`src/hw/rtl/assert_macros.svh`:
```
// Assertion macros for the RTL files that carry checks (the top level includes them).
`ifndef ASSERT_MACROS_SVH
`define ASSERT_MACROS_SVH

// Property must hold at every rising clock edge outside reset.
`define ASSERT_CLK(label, prop, msg) \
  label: assert property (@(posedge clk_i) disable iff (!rst_ni) (prop)) \
    else $error(msg);

// Expression must never be true outside reset.
`define ASSERT_NEVER(label, expr, msg) \
  label: assert property (@(posedge clk_i) disable iff (!rst_ni) !(expr)) \
    else $error(msg);

`endif

```
`src/hw/rtl/vlma_pkg.sv`:
```
// Shared types and constants of the variable-length moving average unit.
`default_nettype none

package vlma_pkg;

  localparam int LEN_W = 9;

  typedef struct packed {
    logic clear_step;
    logic capture;
    logic update;
    logic write_new;
    logic walk_rd;
    logic div_start;
    logic load_out;
  } cmd_t;

  typedef struct packed {
    logic clear_last;
    logic same_len;
    logic walk_last;
    logic div_busy;
  } sts_t;

endpackage

`default_nettype wire

```
`src/hw/rtl/vlma_div.sv`:
```
// Radix-2 restoring signed divider, sum by window length, truncated toward zero.
`default_nettype none

module vlma_div #(
  parameter int SUM_W = 25,
  parameter int Q_W   = 16
) (
  input  wire logic                          clk_i,
  input  wire logic                          rst_ni,
  input  wire logic                          start_i,
  input  wire logic signed [SUM_W-1:0]       dividend_i,
  input  wire logic [vlma_pkg::LEN_W-1:0]    divisor_i,
  output logic                               busy_o,
  output logic [Q_W-1:0]                     quot_o
);

  localparam int CNT_W = $clog2(SUM_W + 1);
  localparam int LW    = vlma_pkg::LEN_W;

  logic             busy_q;
  logic             neg_q;
  logic [CNT_W-1:0] cnt_q;
  logic [SUM_W-1:0] mag_q;
  logic [LW-1:0]    rem_q;

  logic [SUM_W-1:0] abs_v;
  logic [LW:0]      trial;
  logic             ge;
  logic [LW:0]      diff;
  logic [Q_W-1:0]   q_mag;

  assign abs_v = dividend_i[SUM_W-1] ? (~dividend_i + 1'b1) : dividend_i;
  assign trial = {rem_q, mag_q[SUM_W-1]};
  assign ge    = trial >= {1'b0, divisor_i};
  assign diff  = trial - {1'b0, divisor_i};

  always_ff @(posedge clk_i or negedge rst_ni) begin
    if (!rst_ni) begin
      busy_q <= 1'b0;
      cnt_q  <= '0;
    end else if (start_i) begin
      busy_q <= 1'b1;
      cnt_q  <= CNT_W'(SUM_W);
    end else if (busy_q) begin
      cnt_q <= cnt_q - 1'b1;
      if (cnt_q == CNT_W'(1)) begin
        busy_q <= 1'b0;
      end
    end
  end

  always_ff @(posedge clk_i) begin
    if (start_i) begin
      mag_q <= abs_v;
      rem_q <= '0;
      neg_q <= dividend_i[SUM_W-1];
    end else if (busy_q) begin
      mag_q <= {mag_q[SUM_W-2:0], ge};
      rem_q <= ge ? diff[LW-1:0] : trial[LW-1:0];
    end
  end

  assign q_mag  = mag_q[Q_W-1:0];
  assign quot_o = neg_q ? (~q_mag + 1'b1) : q_mag;
  assign busy_o = busy_q;

endmodule

`default_nettype wire

```
`src/hw/rtl/vlma_datapath.sv`:
```
// Datapath: sample store, running sum, window register, divider and result register.
`default_nettype none

module vlma_datapath #(
  parameter int MAX_DEPTH   = 256,
  parameter int SAMPLE_BITS = 16
) (
  input  wire logic                              clk_i,
  input  wire logic                              rst_ni,
  input  wire vlma_pkg::cmd_t                    cmd_i,
  output vlma_pkg::sts_t                         sts_o,
  input  wire logic signed [SAMPLE_BITS-1:0]     sample_i,
  input  wire logic                              cfg_we_i,
  input  wire logic [vlma_pkg::LEN_W-1:0]        cfg_wdata_i,
  output logic [SAMPLE_BITS-1:0]                 average_o
);

  localparam int ADDR_W = $clog2(MAX_DEPTH);
  localparam int SUM_W  = SAMPLE_BITS + ADDR_W + 1;
  localparam int LW     = vlma_pkg::LEN_W;
  localparam logic [ADDR_W-1:0] LAST_ADDR = ADDR_W'(MAX_DEPTH - 1);

  logic signed [SAMPLE_BITS-1:0] store [MAX_DEPTH];

  logic [LW-1:0]                 win_q;
  logic [LW-1:0]                 prev_q;
  logic [LW-1:0]                 len_q;
  logic [LW-1:0]                 cnt_q;
  logic [ADDR_W-1:0]             pos_q;
  logic [ADDR_W-1:0]             wp_q;
  logic                          acc_vld_q;
  logic signed [SUM_W-1:0]       sum_q;
  logic signed [SAMPLE_BITS-1:0] samp_q;
  logic signed [SAMPLE_BITS-1:0] rd_data_q;
  logic [SAMPLE_BITS-1:0]        out_q;

  logic [LW-1:0]          cfg_len;
  logic [ADDR_W-1:0]      len_mod;
  logic [ADDR_W:0]        diff;
  logic [ADDR_W:0]        wrapped;
  logic [ADDR_W-1:0]      leave_addr;
  logic [ADDR_W-1:0]      rd_addr;
  logic [ADDR_W-1:0]      wr_addr;
  logic signed [SAMPLE_BITS-1:0] wr_data;
  logic                   wr_en;
  logic [ADDR_W-1:0]      pos_inc;
  logic [ADDR_W-1:0]      wp_inc;
  logic [ADDR_W-1:0]      wp_dec;
  logic [SAMPLE_BITS-1:0] quot;
  logic                   div_busy;

  always_comb begin
    if (cfg_wdata_i == '0) begin
      cfg_len = LW'(1);
    end else if (32'(cfg_wdata_i) > MAX_DEPTH) begin
      cfg_len = LW'(MAX_DEPTH);
    end else begin
      cfg_len = cfg_wdata_i;
    end
  end

  // entry leaving the window, window_length places back (mod depth)
  assign len_mod    = (32'(win_q) >= MAX_DEPTH) ? '0 : ADDR_W'(win_q);
  assign diff       = {1'b0, pos_q} - {1'b0, len_mod};
  assign wrapped    = diff + (ADDR_W+1)'(MAX_DEPTH);
  assign leave_addr = diff[ADDR_W] ? wrapped[ADDR_W-1:0] : diff[ADDR_W-1:0];

  assign pos_inc = (pos_q == LAST_ADDR) ? '0 : pos_q + 1'b1;
  assign wp_inc  = (wp_q == LAST_ADDR) ? '0 : wp_q + 1'b1;
  assign wp_dec  = (wp_q == '0) ? LAST_ADDR : wp_q - 1'b1;

  assign rd_addr = cmd_i.capture ? leave_addr : wp_q;
  assign wr_en   = cmd_i.clear_step | cmd_i.update | cmd_i.write_new;
  assign wr_addr = cmd_i.clear_step ? wp_q : pos_q;
  assign wr_data = cmd_i.clear_step ? '0 : samp_q;

  always_ff @(posedge clk_i) begin
    if (wr_en) begin
      store[wr_addr] <= wr_data;
    end
  end

  always_ff @(posedge clk_i) begin
    if (cmd_i.capture || cmd_i.walk_rd) begin
      rd_data_q <= store[rd_addr];
    end
  end

  always_ff @(posedge clk_i or negedge rst_ni) begin
    if (!rst_ni) begin
      win_q     <= LW'(1);
      prev_q    <= '0;
      pos_q     <= '0;
      wp_q      <= '0;
      cnt_q     <= '0;
      acc_vld_q <= 1'b0;
      sum_q     <= '0;
    end else begin
      acc_vld_q <= cmd_i.walk_rd;
      if (cfg_we_i) begin
        win_q <= cfg_len;
      end
      if (cmd_i.clear_step) begin
        wp_q <= wp_inc;
      end
      if (cmd_i.update) begin
        sum_q  <= sum_q + SUM_W'(samp_q) - SUM_W'(rd_data_q);
        prev_q <= len_q;
        pos_q  <= pos_inc;
      end
      if (cmd_i.write_new) begin
        sum_q  <= '0;
        wp_q   <= pos_q;
        cnt_q  <= '0;
        prev_q <= len_q;
        pos_q  <= pos_inc;
      end
      if (cmd_i.walk_rd) begin
        wp_q  <= wp_dec;
        cnt_q <= cnt_q + 1'b1;
      end
      if (acc_vld_q) begin
        sum_q <= sum_q + SUM_W'(rd_data_q);
      end
    end
  end

  always_ff @(posedge clk_i) begin
    if (cmd_i.capture) begin
      samp_q <= sample_i;
      len_q  <= win_q;
    end
    if (cmd_i.load_out) begin
      out_q <= quot;
    end
  end

  vlma_div #(
    .SUM_W (SUM_W),
    .Q_W   (SAMPLE_BITS)
  ) u_div (
    .clk_i      (clk_i),
    .rst_ni     (rst_ni),
    .start_i    (cmd_i.div_start),
    .dividend_i (sum_q),
    .divisor_i  (len_q),
    .busy_o     (div_busy),
    .quot_o     (quot)
  );

  assign sts_o.div_busy   = div_busy;
  assign sts_o.clear_last = (wp_q == LAST_ADDR);
  assign sts_o.same_len   = (win_q == prev_q);
  assign sts_o.walk_last  = (cnt_q == len_q - LW'(1));
  assign average_o        = out_q;

endmodule

`default_nettype wire

```
`src/hw/rtl/vlma_ctrl.sv`:
```
// Controller: clearing pass, sum update or window walk, divide, result handoff.
`default_nettype none

module vlma_ctrl (
  input  wire logic            clk_i,
  input  wire logic            rst_ni,
  input  wire logic            in_valid_i,
  output logic                 in_ready_o,
  output logic                 out_valid_o,
  input  wire logic            out_ready_i,
  input  wire vlma_pkg::sts_t  sts_i,
  output vlma_pkg::cmd_t       cmd_o
);

  typedef enum logic [3:0] {
    ST_CLEAR,
    ST_IDLE,
    ST_LEAVE,
    ST_WRITE,
    ST_WALK,
    ST_WALK_END,
    ST_DIV_START,
    ST_DIV,
    ST_DONE
  } state_e;

  state_e state_q, state_d;
  logic   out_vld_q;

  always_comb begin
    state_d    = state_q;
    cmd_o      = '0;
    in_ready_o = 1'b0;
    unique case (state_q)
      ST_CLEAR: begin
        cmd_o.clear_step = 1'b1;
        if (sts_i.clear_last) begin
          state_d = ST_IDLE;
        end
      end
      ST_IDLE: begin
        in_ready_o = 1'b1;
        if (in_valid_i) begin
          cmd_o.capture = 1'b1;
          state_d = sts_i.same_len ? ST_LEAVE : ST_WRITE;
        end
      end
      ST_LEAVE: begin
        cmd_o.update = 1'b1;
        state_d = ST_DIV_START;
      end
      ST_WRITE: begin
        cmd_o.write_new = 1'b1;
        state_d = ST_WALK;
      end
      ST_WALK: begin
        cmd_o.walk_rd = 1'b1;
        if (sts_i.walk_last) begin
          state_d = ST_WALK_END;
        end
      end
      ST_WALK_END: begin
        state_d = ST_DIV_START;
      end
      ST_DIV_START: begin
        cmd_o.div_start = 1'b1;
        state_d = ST_DIV;
      end
      ST_DIV: begin
        if (!sts_i.div_busy) begin
          state_d = ST_DONE;
        end
      end
      ST_DONE: begin
        if (!out_vld_q || out_ready_i) begin
          cmd_o.load_out = 1'b1;
          state_d = ST_IDLE;
        end
      end
      default: begin
        state_d = ST_IDLE;
      end
    endcase
  end

  always_ff @(posedge clk_i or negedge rst_ni) begin
    if (!rst_ni) begin
      state_q   <= ST_CLEAR;
      out_vld_q <= 1'b0;
    end else begin
      state_q <= state_d;
      if (cmd_o.load_out) begin
        out_vld_q <= 1'b1;
      end else if (out_ready_i) begin
        out_vld_q <= 1'b0;
      end
    end
  end

  assign out_valid_o = out_vld_q;

endmodule

`default_nettype wire

```
`src/hw/rtl/variable_length_moving_average_unit.sv`:
```
// Variable-length moving average over a circular sample store, top level.
`default_nettype none

// Each sample transaction is written into a circular store of MAX_DEPTH
// entries and answered by one transaction carrying the mean of the newest
// window_length samples, truncated toward zero. After reset the block zeroes
// the whole store, one entry per cycle, before taking samples; window_length
// writes are taken at any time. window_length 0 acts as 1 and values above
// MAX_DEPTH act as MAX_DEPTH. With the length unchanged an item takes one
// store read, one add/subtract, then a one-bit-per-cycle divider over the
// SUM_W-bit sum (SUM_W = SAMPLE_BITS + log2(MAX_DEPTH) + 1, 25 at default).
// After a length change the sum is rebuilt by reading all window_length
// entries through the store's single read port. A finished result waits in
// an output register while the next sample is accepted.

`include "assert_macros.svh"

module variable_length_moving_average_unit #(
  parameter int MAX_DEPTH   = 256,
  parameter int SAMPLE_BITS = 16
) (
  input  wire logic                               clk_i,
  input  wire logic                               rst_ni,
  input  wire logic                               cfg_we_i,
  input  wire logic [vlma_pkg::LEN_W-1:0]         cfg_wdata_i,  // window_length
  input  wire logic                               s_axis_tvalid,
  output logic                                    s_axis_tready,
  input  wire logic [((SAMPLE_BITS+7)/8)*8-1:0]   s_axis_tdata,  // sample
  output logic                                    m_axis_tvalid,
  input  wire logic                               m_axis_tready,
  output logic [((SAMPLE_BITS+7)/8)*8-1:0]        m_axis_tdata   // average
);

  localparam int TDATA_W = ((SAMPLE_BITS + 7) / 8) * 8;

  vlma_pkg::cmd_t         cmd;
  vlma_pkg::sts_t         sts;
  logic [SAMPLE_BITS-1:0] average;

  vlma_ctrl u_ctrl (
    .clk_i       (clk_i),
    .rst_ni      (rst_ni),
    .in_valid_i  (s_axis_tvalid),
    .in_ready_o  (s_axis_tready),
    .out_valid_o (m_axis_tvalid),
    .out_ready_i (m_axis_tready),
    .sts_i       (sts),
    .cmd_o       (cmd)
  );

  vlma_datapath #(
    .MAX_DEPTH   (MAX_DEPTH),
    .SAMPLE_BITS (SAMPLE_BITS)
  ) u_dp (
    .clk_i       (clk_i),
    .rst_ni      (rst_ni),
    .cmd_i       (cmd),
    .sts_o       (sts),
    .sample_i    (s_axis_tdata[SAMPLE_BITS-1:0]),
    .cfg_we_i    (cfg_we_i),
    .cfg_wdata_i (cfg_wdata_i),
    .average_o   (average)
  );

  assign m_axis_tdata = TDATA_W'(average);

  `ASSERT_CLK(a_cmd_onehot0, $onehot0(cmd), "more than one datapath command at once")
  `ASSERT_NEVER(a_accept_div_busy, s_axis_tvalid && s_axis_tready && sts.div_busy,
                "sample accepted while divider busy")
  `ASSERT_CLK(a_div_start_idle, cmd.div_start |=> sts.div_busy,
              "divider did not start")

endmodule

`default_nettype wire

```
`config.mk`:
```
export PLATFORM = sky130hd
export DESIGN_NAME = variable_length_moving_average_unit
export DESIGN_NICKNAME = d
export VERILOG_FILES = /design/src/hw/rtl/vlma_pkg.sv /design/src/hw/rtl/vlma_div.sv /design/src/hw/rtl/vlma_datapath.sv /design/src/hw/rtl/vlma_ctrl.sv /design/src/hw/rtl/variable_length_moving_average_unit.sv
export VERILOG_INCLUDE_DIRS = /design/src /design/src/hw/rtl
export SDC_FILE = /design/constraint.sdc
export NUM_CORES = 2
export LEC_CHECK = 0
export BUFFER_PORTS_ARGS = -buffer_cell sky130_fd_sc_hd__buf_2
export CAP_MARGIN = 20
export CORE_ASPECT_RATIO = 1.5
export CORE_MARGIN = 2
export CORE_UTILIZATION = 50
export CTS_CLUSTER_SIZE = 24
export DETAILED_ROUTE_END_ITERATION = 16
export PLACE_DENSITY_LB_ADDON = 0.15
export SLEW_MARGIN = 30
export SYNTH_ARGS = -nofsm -noshare
export SYNTH_HDL_FRONTEND = slang
export SYNTH_SLANG_ARGS = --single-unit
```
`constraint.sdc`:
```
create_clock -name clk_i -period 12.65 [get_ports clk_i]
set_input_delay 0 -clock clk_i [delete_from_list [all_inputs] [get_ports clk_i]]
set_output_delay 0 -clock clk_i [all_outputs]
set_load 0.005 [all_outputs]
```
==> results.py <==
metrics = {
    "run_status": {
        "status": "finished clean",
    },
    "synth": {
        "synth.area.top_cells": "edfxtp_1 (73%), mux4_2 (5.3%), nand2_1 (3.7%)",
        "ys_seq_area_share_pct": 74.2,
        "synth_edf_count": 4179,
        "syn_area_per_cell_um2": 15.9,
        "yosys.area.top_type": "edfxtp_1",
        "async_flop_share_pct": 1.87,
        "synthCells": 10800,
        "yosysWarnings": 0,
        "synth_cell_type_count": 92,
        "synth_top_area_share_pct": 72.9,
        "synth_flop_cell": "edfxtp_1",
        "syn_area_mm2": 0.172,
        "syn_nets": 10900,
        "synth_seq_cells": 4268,
    },
    "routing": {
        "wirelength_mm": 528,
        "drc_errors": 0,
        "drt_iter0_drc": 13100,
        "post_drt_via_cell_ratio": 6.45,
        "routedWlPerCell_um": 33.1,
        "ant_nets": 0,
        "num_vias": 103000,
        "drt_pass1_iterations": 7,
    },
    "sta": {
        "final-hold-violation-count": 0,
        "tightest_slew_ns": 1.18,
        "fin_crit_sh_pct": 56.6,
        "rsz0062_at_grt": "no",
        "drv_slew": 0,
        "setup_violations": 0,
        "fmax_ghz": 0.140,
        "max_slew_margin_pct": 20.5,
        "tns_ns": 0,
        "fin_crit_ns": 7.16,
        "setup_slack_ns": 5.49,
        "final.setup_skew_ns": 0.0761,
    },
    "clocking": {
        "cts_buffer_depth": 4,
        "post_cts_resized": 0,
        "h-tree-depth": 5,
        "clock_latency_ns": 0.95,
        "cts_tree": "done",
        "numCtsBuffers": 394,
        "path_clk_slew_ns": 0.06,
        "clkSinkCount": 4268,
        "clk_root_buffer_cell": "clkbuf_16",
    },
    "die": {
        "num_rows": 263,
        "die_h_um": 722,
        "fp.dieW_um": 483,
        "die-area_mm2": 0.349,
        "core_mm2": 0.342,
        "initial_core_util_pct": 50.3,
        "io_pins": 48,
    },
    "grt": {
        "antenna_found_initial": 28,
        "grt_use_total_pct": 29.8,
        "gr-total-overflow": 0,
        "first_global_vias": 99500,
        "grt_pass1_wl_mm": 743,
        "grt_max_degree": 180,
    },
    "worst_hold_path": {
        "hp-class": "in2reg",
    },
    "setup_path": {
        "worstSetupPathType": "reg2reg",
        "worstPathMaxFanout": 158,
        "cp-start-kind": "flop",
        "cp.arrival_ns": 7.92,
        "cp-end-kind": "flop",
        "worstPathRequired_ns": 13.41,
    },
    "layout": {
        "fillers": 26500,
        "drive_gt1_share_pct": 14.5,
        "final_nets": 11200,
        "syn_to_final_growth_pct": 12.0,
    },
    "run": {
        "drv_cap": 0,
    },
    "power": {
        "power_mw": 46.4,
        "cellPowerDensity_mw_per_mm2": 241,
        "ir_drop_v": 0.000238,
        "p_leak_nw": 64.1,
    },
    "place": {
        "io_buffers": 47,
        "place.gp.congestion": 0.903,
        "pre_cts_slack_ns": 5.61,
        "dpl.hpwl_mm": 312,
    },
}
-- cells by family after synthesis --
family | synth area share [%]
AOI/OAI and AO/OA | 7.11
xor gates and xnor gates | 0.570
adders and majority gates | 0.867
buffers and inverters | 2.36
DFF | 74.2
muxes | 7.70
and+or+nand+nor | 7.19
-- per-layer routing --
| layer | GRT usage (%) | up-vias | part of all wire (%) |
|---|---|---|---|
| met5 | 0 | - | 0.016 |
| met4 | 16.7 | 12 | 6.6 |
| met3 | 4.57 | 1165 | 8.5 |
| met2 | 49.3 | 5626 | 49 |
| met1 | 37.7 | 53300 | 36 |
| li1 | - | 42900 | - |
-- per-stage QoR --
step	cells	area [um2]	utilization [%]	hold WS, ns
detailed placement	15100	179000	52.3	-0.104
global placement	15100	179000	52.2	-0.108
global route	15900	193000	56.3	0.0717
floorplan	10800	172000	-	-0.296
finish	16000	193000	56.3	0.0304
CTS	15900	192000	56.2	0.00283
-- synthesized netlist by cell type (15+ instances only) --
cell,instances
buf_4,42
mux2i_1,366
xor2_1,25
a32oi_1,27
nand2_1,1708
a2111oi_0,107
a31oi_1,104
a21oi_1,499
nor3_1,59
a211o_1,23
nand3b_1,15
o22ai_1,162
nand2b_1,37
buf_2,206
nor2_1,390
a311oi_1,159
fa_1,27
dfrtp_1,79
a21o_1,29
o21ai_0,220
a22oi_1,105
a221oi_1,40
buf_6,60
buf_1,55
mux4_2,408
mux2_2,32
xnor2_1,87
nor2b_1,15
ha_1,76
a211oi_1,134
o221ai_1,34
o31ai_1,28
nand3_1,295
nand4_1,39
clkbuf_1,326
inv_1,136
a222oi_1,17
edfxtp_1,4179
or3_1,20
and3_1,227
-- critical path: stages, from the launching register on --
cell and delay [ns]:
dfrtp_1 0.53, nor2b_1 0.11, ha_1 0.23, fa_1 0.69
nand3_4 0.52, nand2_4 0.76, buf_12 0.65, buf_4 0.83
a211oi_1 0.20, a311oi_1 0.33, a31oi_1 0.06, o21ai_0 0.56
a21oi_1 0.34, or4_1 0.76, nor4_2 0.20
-- state kept, by name (all words and copies together) (netlist names) --
name                flops
u_dp.u_div.rem_q        9
u_dp.store           4096
u_dp.u_div.mag_q       25
u_dp.acc_vld_q          1
u_dp.prev_q             9
u_ctrl.out_valid_o      1
u_dp.len_q              9
u_dp.u_div.neg_q        1
u_dp.wp_q               8
u_dp.u_div.cnt_q        5
u_dp.pos_q              8
u_dp.cnt_q              9
u_ctrl.state_q          4
u_dp.samp_q            16
u_dp.win_q              9
u_dp.u_div.busy_o       1
u_dp.sum_q             25
u_dp.average_o         16
u_dp.rd_data_q         16
-- area by class of cell --
cell class / instances / area [um2] / share of cell area [%]
flip-flops and latches: 4268 / 128000 / 66.3
multi-input cells: 5712 / 40900 / 21.2
clock buffers: 472 / 10300 / 5.33
well taps: 4505 / 5640 / 2.93
repair buffers: 593 / 5130 / 2.66
clock inverters: 242 / 2430 / 1.26
inverters: 138 / 518 / 0.269
diodes: 29 / 72.6 / 0.0377
-- where the power goes --
group          internal (mW)  switching, mW  leakage, nW
Sequential              16.4          0.412         38.7
Clock                   6.70           5.24         6.19
Combinational           5.57           12.1         19.1
Total                   28.7           17.8         64.1
-- cell usage in the layout (no fill, tap or decap), types with 34 or more instances in the layout --
cell type,synthesis,layout
a211oi_1,134,134
xnor2_1,87,87
clkinv_1,1,78
buf_2,206,46
clkbuf_1,326,73
buf_4,42,421
clkbuf_16,0,399
o21ai_0,220,206
clkinv_2,0,82
bufinv_16,0,45
nand4_1,39,39
nand2b_1,37,36
a221oi_1,40,40
mux4_2,408,408
o221ai_1,34,34
nor2_1,390,337
and3_1,227,227
nor3_1,59,58
nand2_1,1708,1687
dlygate4sd3_1,0,71
a311oi_1,159,157
edfxtp_1,4179,4179
a2111oi_0,107,101
dfrtp_1,79,79
nand3_1,295,294
a31oi_1,104,99
a21oi_1,499,498
mux2i_1,366,366
inv_1,136,136
o22ai_1,162,162
ha_1,76,76
a22oi_1,105,105
-- timing repair --
action,4_1_cts,5_1_grt
hold buffers,71,0
hold endpoints to repair,126,0
setup endpoints to repair,0,0
setup buffers,0,0
-- path summary, 6_finish.rpt --
check                                         start                  end  slack [ns]  depth (start not counted)
worst min-delay path                 cfg_wdata_i[0]        u_dp.win_q[0]        0.03                          5
max in group asynchronous                    rst_ni       u_dp.sum_q[20]       11.29                          4
worst max-delay path                  u_dp.win_q[8]   u_dp.rd_data_q[15]        5.49                         14
min in group asynchronous                    rst_ni       u_dp.sum_q[14]        0.23                          4
worst min register to register  u_dp.u_div.rem_q[8]  u_dp.u_div.rem_q[8]        0.49                          2
worst max register to register        u_dp.win_q[8]   u_dp.rd_data_q[15]        5.49                         14
No activity file was read; power rests on OpenSTA's default activity.
